<file path="src/sv/lvh_pkg.sv">
// Shared constants and types of the victim heap
`default_nettype none

package lvh_pkg;

	localparam int NUM_BLOCKS = 1024;
	localparam int BLK_W      = $clog2(NUM_BLOCKS);
	localparam int CNT_W      = BLK_W + 1;
	localparam int STAMP_W    = 32;

	typedef enum logic [1:0] {
		OP_RELEASE = 2'd0,
		OP_TAKE    = 2'd1,
		OP_EVICT   = 2'd2,
		OP_NOP     = 2'd3
	} op_t;

endpackage

`default_nettype wire

</file>
<file path="src/sv/lvh_age_cmp.sv">
// Shared age comparator: stamps are keyed relative to the running use clock
`default_nettype none

module lvh_age_cmp import lvh_pkg::*; (
	input  wire logic [STAMP_W-1:0] stamp_a,
	input  wire logic [STAMP_W-1:0] stamp_b,
	input  wire logic [STAMP_W-1:0] use_clock,
	output logic                    a_lt_b
);

	logic [STAMP_W-1:0] key_a;
	logic [STAMP_W-1:0] key_b;

	// take keys modulo 2^32 so the order survives clock wraparound
	assign key_a  = stamp_a - use_clock;
	assign key_b  = stamp_b - use_clock;
	assign a_lt_b = key_a < key_b;

endmodule

`default_nettype wire

</file>
<file path="config.mk">
export PLATFORM = sky130hd
export DESIGN_NAME = lvh_age_cmp
export DESIGN_NICKNAME = d
export VERILOG_FILES = /design/src/sv/lvh_pkg.sv /design/src/sv/lvh_age_cmp.sv
export SDC_FILE = /design/constraint.sdc
export NUM_CORES = 1
export LEC_CHECK = 0
export BUFFER_PORTS_ARGS = -buffer_cell sky130_fd_sc_hd__buf_2
export CAP_MARGIN = 40
export CORE_MARGIN = 2
export CORE_UTILIZATION = 49
export DETAILED_ROUTE_END_ITERATION = 7
export PLACE_DENSITY = 0.73
export SYNTH_ARGS = -nofsm -noshare
export SYNTH_HDL_FRONTEND = slang
export SYNTH_SLANG_ARGS = --single-unit
export TNS_END_PERCENT = 50
</file>
<file path="constraint.sdc">
create_clock -name vclk -period 7.6
set_input_delay 1.52 -clock vclk [all_inputs]
set_output_delay 1.52 -clock vclk [all_outputs]
set_load 0.01 [all_outputs]
</file>
==> After elaboration in Yosys (flattened, before gate mapping) <==
Index checks and enable logic that the tools add are counted.
{ "totals": {"n_memories": 0, "out_inout_bits": 1, "ff_bits": 0, "mem_bits_ro": 0, "latch_bits": 0, "mem_bits_rw": 0, "elab_cells": 3} }
{ "classes": {"n_eq_ne": 0, "reduce_logical": 0, "shift": 0, "bitwise": 0, "n_mul": 0, "n_mux": 0, "div_mod_pow": 0, "order_cmp": 1, "n_addsub": 2} }
{ "ops": {"columns": ["op", "count"], "rows": [
  ["32-bit subtractor", 2],
  ["32-bit less-than comparator", 1]
]} }

==> Longest topological paths before layout <==
{ "logic_depth": {"ltp_word": 2, "mapped_depth": 19, "ltp_nobuf": 19} }

==> Least setup slack after synthesis <==
Ideal clock, no wire load.
{ "synth_timing": {"path_kind": "in2out", "startpoint": "in stamp_a[0]", "endpoint": "out a_lt_b", "t_required_ps": 6080, "arrival_ps": 4577, "cell_stages": 19, "slack_ps": 1503, "cell_sequence": "inv_1 ha_1 inv_1 fa_1 a21o_1 a221oi_2 nand4b_1 a21oi_2 o41ai_4 a211o_1 a21oi_1 ha_1 a21o_1 a21o_1 a21oi_1 nor2b_1 o21ai_0 nand4_1 a31oi_1"} }
{ "synth_via": {"elab_chain_len": 2} }
{ "synth_lines": {"columns": ["element", "line", "source"], "rows": [
  ["start, declared", "lvh_age_cmp.sv:5", "input wire logic [STAMP_W-1:0] stamp_a,"],
  ["32-bit subtractor", "lvh_age_cmp.sv:15", "assign key_a = stamp_a - use_clock;"],
  ["32-bit less-than comparator", "lvh_age_cmp.sv:17", "assign a_lt_b = key_a < key_b;"],
  ["end, declared", "lvh_age_cmp.sv:8", "output logic a_lt_b"]
]} }
No other way between the ends.

==> Worst setup path after layout <==
Same ends and word-level chain as after synthesis.

==> impl_metrics.json <==
{
  "status": "completed",
  "fmax_mhz": 145,
  "antenna_found_initial": 0,
  "synth_compound_area_share_pct": 36.7,
  "top_usage_layer": "met2",
  "io_buffers": 97,
  "whs_ps": 3950,
  "flops_and_latches": 0,
  "period_minus_slack_ps": 6900,
  "finalWirelength_um": 12000,
  "core-area_um2": 8590,
  "met2_usage_pct": 42.3,
  "synth-simple-area-share_pct": 19.4,
  "final_util_pct": 56.5,
  "use_met1_pct": 34.2,
  "drv_cap": 0,
  "syn_area_um2": 4270,
  "cp_max_fo": 4,
  "synthDominantCellAreaShare_pct": 27.2,
  "synth_top_family_by_area": "compound AO/OA/AOI/OAI gates",
  "p_clk_share_pct": 0,
  "die_w_um": 97.4,
  "syn_inst": 597,
  "critPathKind": "in -> out",
  "initial_core_util_pct": 49.7,
  "synth_xor_area_share_pct": 10.5,
  "max_slew_margin_pct": 66.8,
  "cp_slowest_cell": "fa_1",
  "hold_viol_final": 0,
  "startpoint_type": "input port",
  "layout_setup_ws_ps": 699,
  "nClkBuffers": 0,
  "use_met3_pct": 1.15,
  "first_pass_iters": 5,
  "switchingPower_mw": 0.279,
  "grt_max_degree": 13,
  "grt_pass1_wl_um": 20100,
  "grt_pass1_vias": 4550,
  "synthMuxAreaShare_pct": 0.234,
  "syn_nets": 788,
  "synthMostInstantiatedCell": "ha_1",
  "die_h_um": 97.4,
  "arrival_ps": 5380,
  "globalplace.congestion": 0.938,
  "pre_cts_ws_ps": 787,
  "register_area_um2": 0,
  "hold_path.class": "in -> out",
  "synth.distinct_cells": 63,
  "track_usage_pct": 24.4,
  "synth_warnings": 0,
  "ant_nets": 0,
  "synth-adder-area-share_pct": 28.2,
  "yosys-top-cells-count": "ha_1, a21oi_1, inv_1",
  "slew_violations": 0,
  "post-cts-setup-buffer-count": 0,
  "cts-hold-fix-buffers": 0,
  "place_hpwl_um": 10400,
  "grt_overflow": 0,
  "avgRoutedWirePerCell_um": 15.2,
  "comb_power_share_pct": 100.0,
  "synth.avg_cell_area_um2": 7.16,
  "rows": 34,
  "dieArea_um2": 9480,
  "drive_above_1_share_pct": 16.5,
  "drt-initial-drc-count": 344,
  "cp_cell_sequence": "buf_2 -> inv_1 -> ha_1 -> inv_1 -> fa_1 -> a21o_1 -> a221oi_2 -> nand4b_1 -> a21oi_2 -> o21ai_1 -> a21oi_1 -> o311a_1 -> ha_1 -> and3_1 -> nand4_1 -> nor3_1 -> o21ai_0 -> nand4_1 -> a31oi_1 -> buf_2",
  "worst-slew-pin-transition_ps": 494,
  "n_antenna_cell": 0,
  "seq_area_frac_synth_pct": 0,
  "pwr-share-seq_pct": 0,
  "powerDensity_nw_per_um2": 104,
  "io_pins": 97,
  "viasPerCell": 6.05,
  "peakVddDrop_v": 0.0000434,
  "cp-end-kind": "output pin",
  "p_int_mw": 0.226,
  "grt_setup_unrepaired": "false",
  "finalSetupViolCount": 0,
  "nets": 877,
  "post-route-drc-count": 0,
  "crit_buf_inv": 4,
  "power_mw": 0.505,
  "max_stage_delay_ps": 390,
  "synth_top_cell_by_area": "ha_1",
  "ctsResizeCount": 0,
  "fin_crit_sh_pct": 90.8,
  "required_ps": 6080,
  "area_growth_pct": 13.6,
  "path_delay_family": "compound AO/OA/AOI/OAI gates",
  "p_leak_nw": 2.49,
  "setup_tns_ps": 0,
  "switching_share_pct": 55.3,
  "synthTopCellsByArea": "ha_1, a21oi_1, a21o_1, xnor2_1, o21ai_0",
  "vias": 4790
}
## metrics by stage
stage / instance area (um^2) / instances
after floorplan: 4270 / 597
after detailed placement: 4860 / 792
after global placement: 4860 / 792
after CTS: 4860 / 792
after global routing: 4860 / 792
final: 4860 / 792
## kinds of logic (layout without fill, tap and decap cells)
| family | Yosys count | after routing |
|---|---|---|
| simple gates | 162 | 162 |
| xor+xnor | 51 | 51 |
| compound gates | 230 | 230 |
| buf+inv | 58 | 145 |
| fa+ha+maj | 95 | 95 |
| mux | 1 | 1 |
## placed cells by master (no fill, tap or decap), types with 4 or more instances in the layout
cell type	n
a21o_1	38
o21ai_0	38
o21a_1	9
and4_1	4
a31oi_1	7
inv_1	48
a211oi_1	5
o31ai_1	5
a211o_1	6
o211ai_1	10
nand3b_1	5
nand4_1	13
nand2b_1	6
ha_1	93
and2_1	6
xnor2_1	31
nand2_1	42
nor2b_1	8
nor2_1	34
nand3_1	11
o21bai_1	7
nor3_1	15
buf_2	97
xor2_1	20
and3_1	10
a21oi_1	69
## area by class of cell
class	instances	area (um^2)
inverters	48	180
multi-input cells	539	4060
fillers	852	3740
repair buffers	97	485
well taps	108	135
## tightest hold or removal path: cells and delay by family
| family | cells | cell delay (ps) |
|---|---|---|
| AOI/OAI and AO/OA | 3 | 280 |
| xor gates and xnor gates | 1 | 100 |
| adders and majority gates | 1 | 130 |
| buffers and inverters | 2 | 230 |
| and+or+nand+nor | 2 | 170 |
## power groups by stage
| stage | logic (mW) | registers [mW] | clock network [mW] |
|---|---|---|---|
| 4_1_cts | 0.498 | 0 | 0 |
| 5_1_grt | 0.569 | 0 | 0 |
| 3_5_place_dp | 0.495 | 0 | 0 |
| 2_1_floorplan | 0.375 | 0 | 0 |
| 3_3_place_gp | 0.482 | 0 | 0 |
| 6_report | 0.505 | 0 | 0 |
## per-layer routing
| metal | vias to the layer above | routed length (um) |
|---|---|---|
| li1 | 2419 | - |
| met4 | 0 | 172 |
| met3 | 16 | 647 |
| met2 | 167 | 5440 |
| met5 | - | 0 |
| met1 | 2188 | 5750 |
## worst paths after layout
path | startpoint | end | slack [ps] | cells after the start
hold / removal | stamp_b[31] | a_lt_b | 3950 | 9
setup / recovery | stamp_a[0] | a_lt_b | 700 | 20
Power figures use the tool's default switching activity.
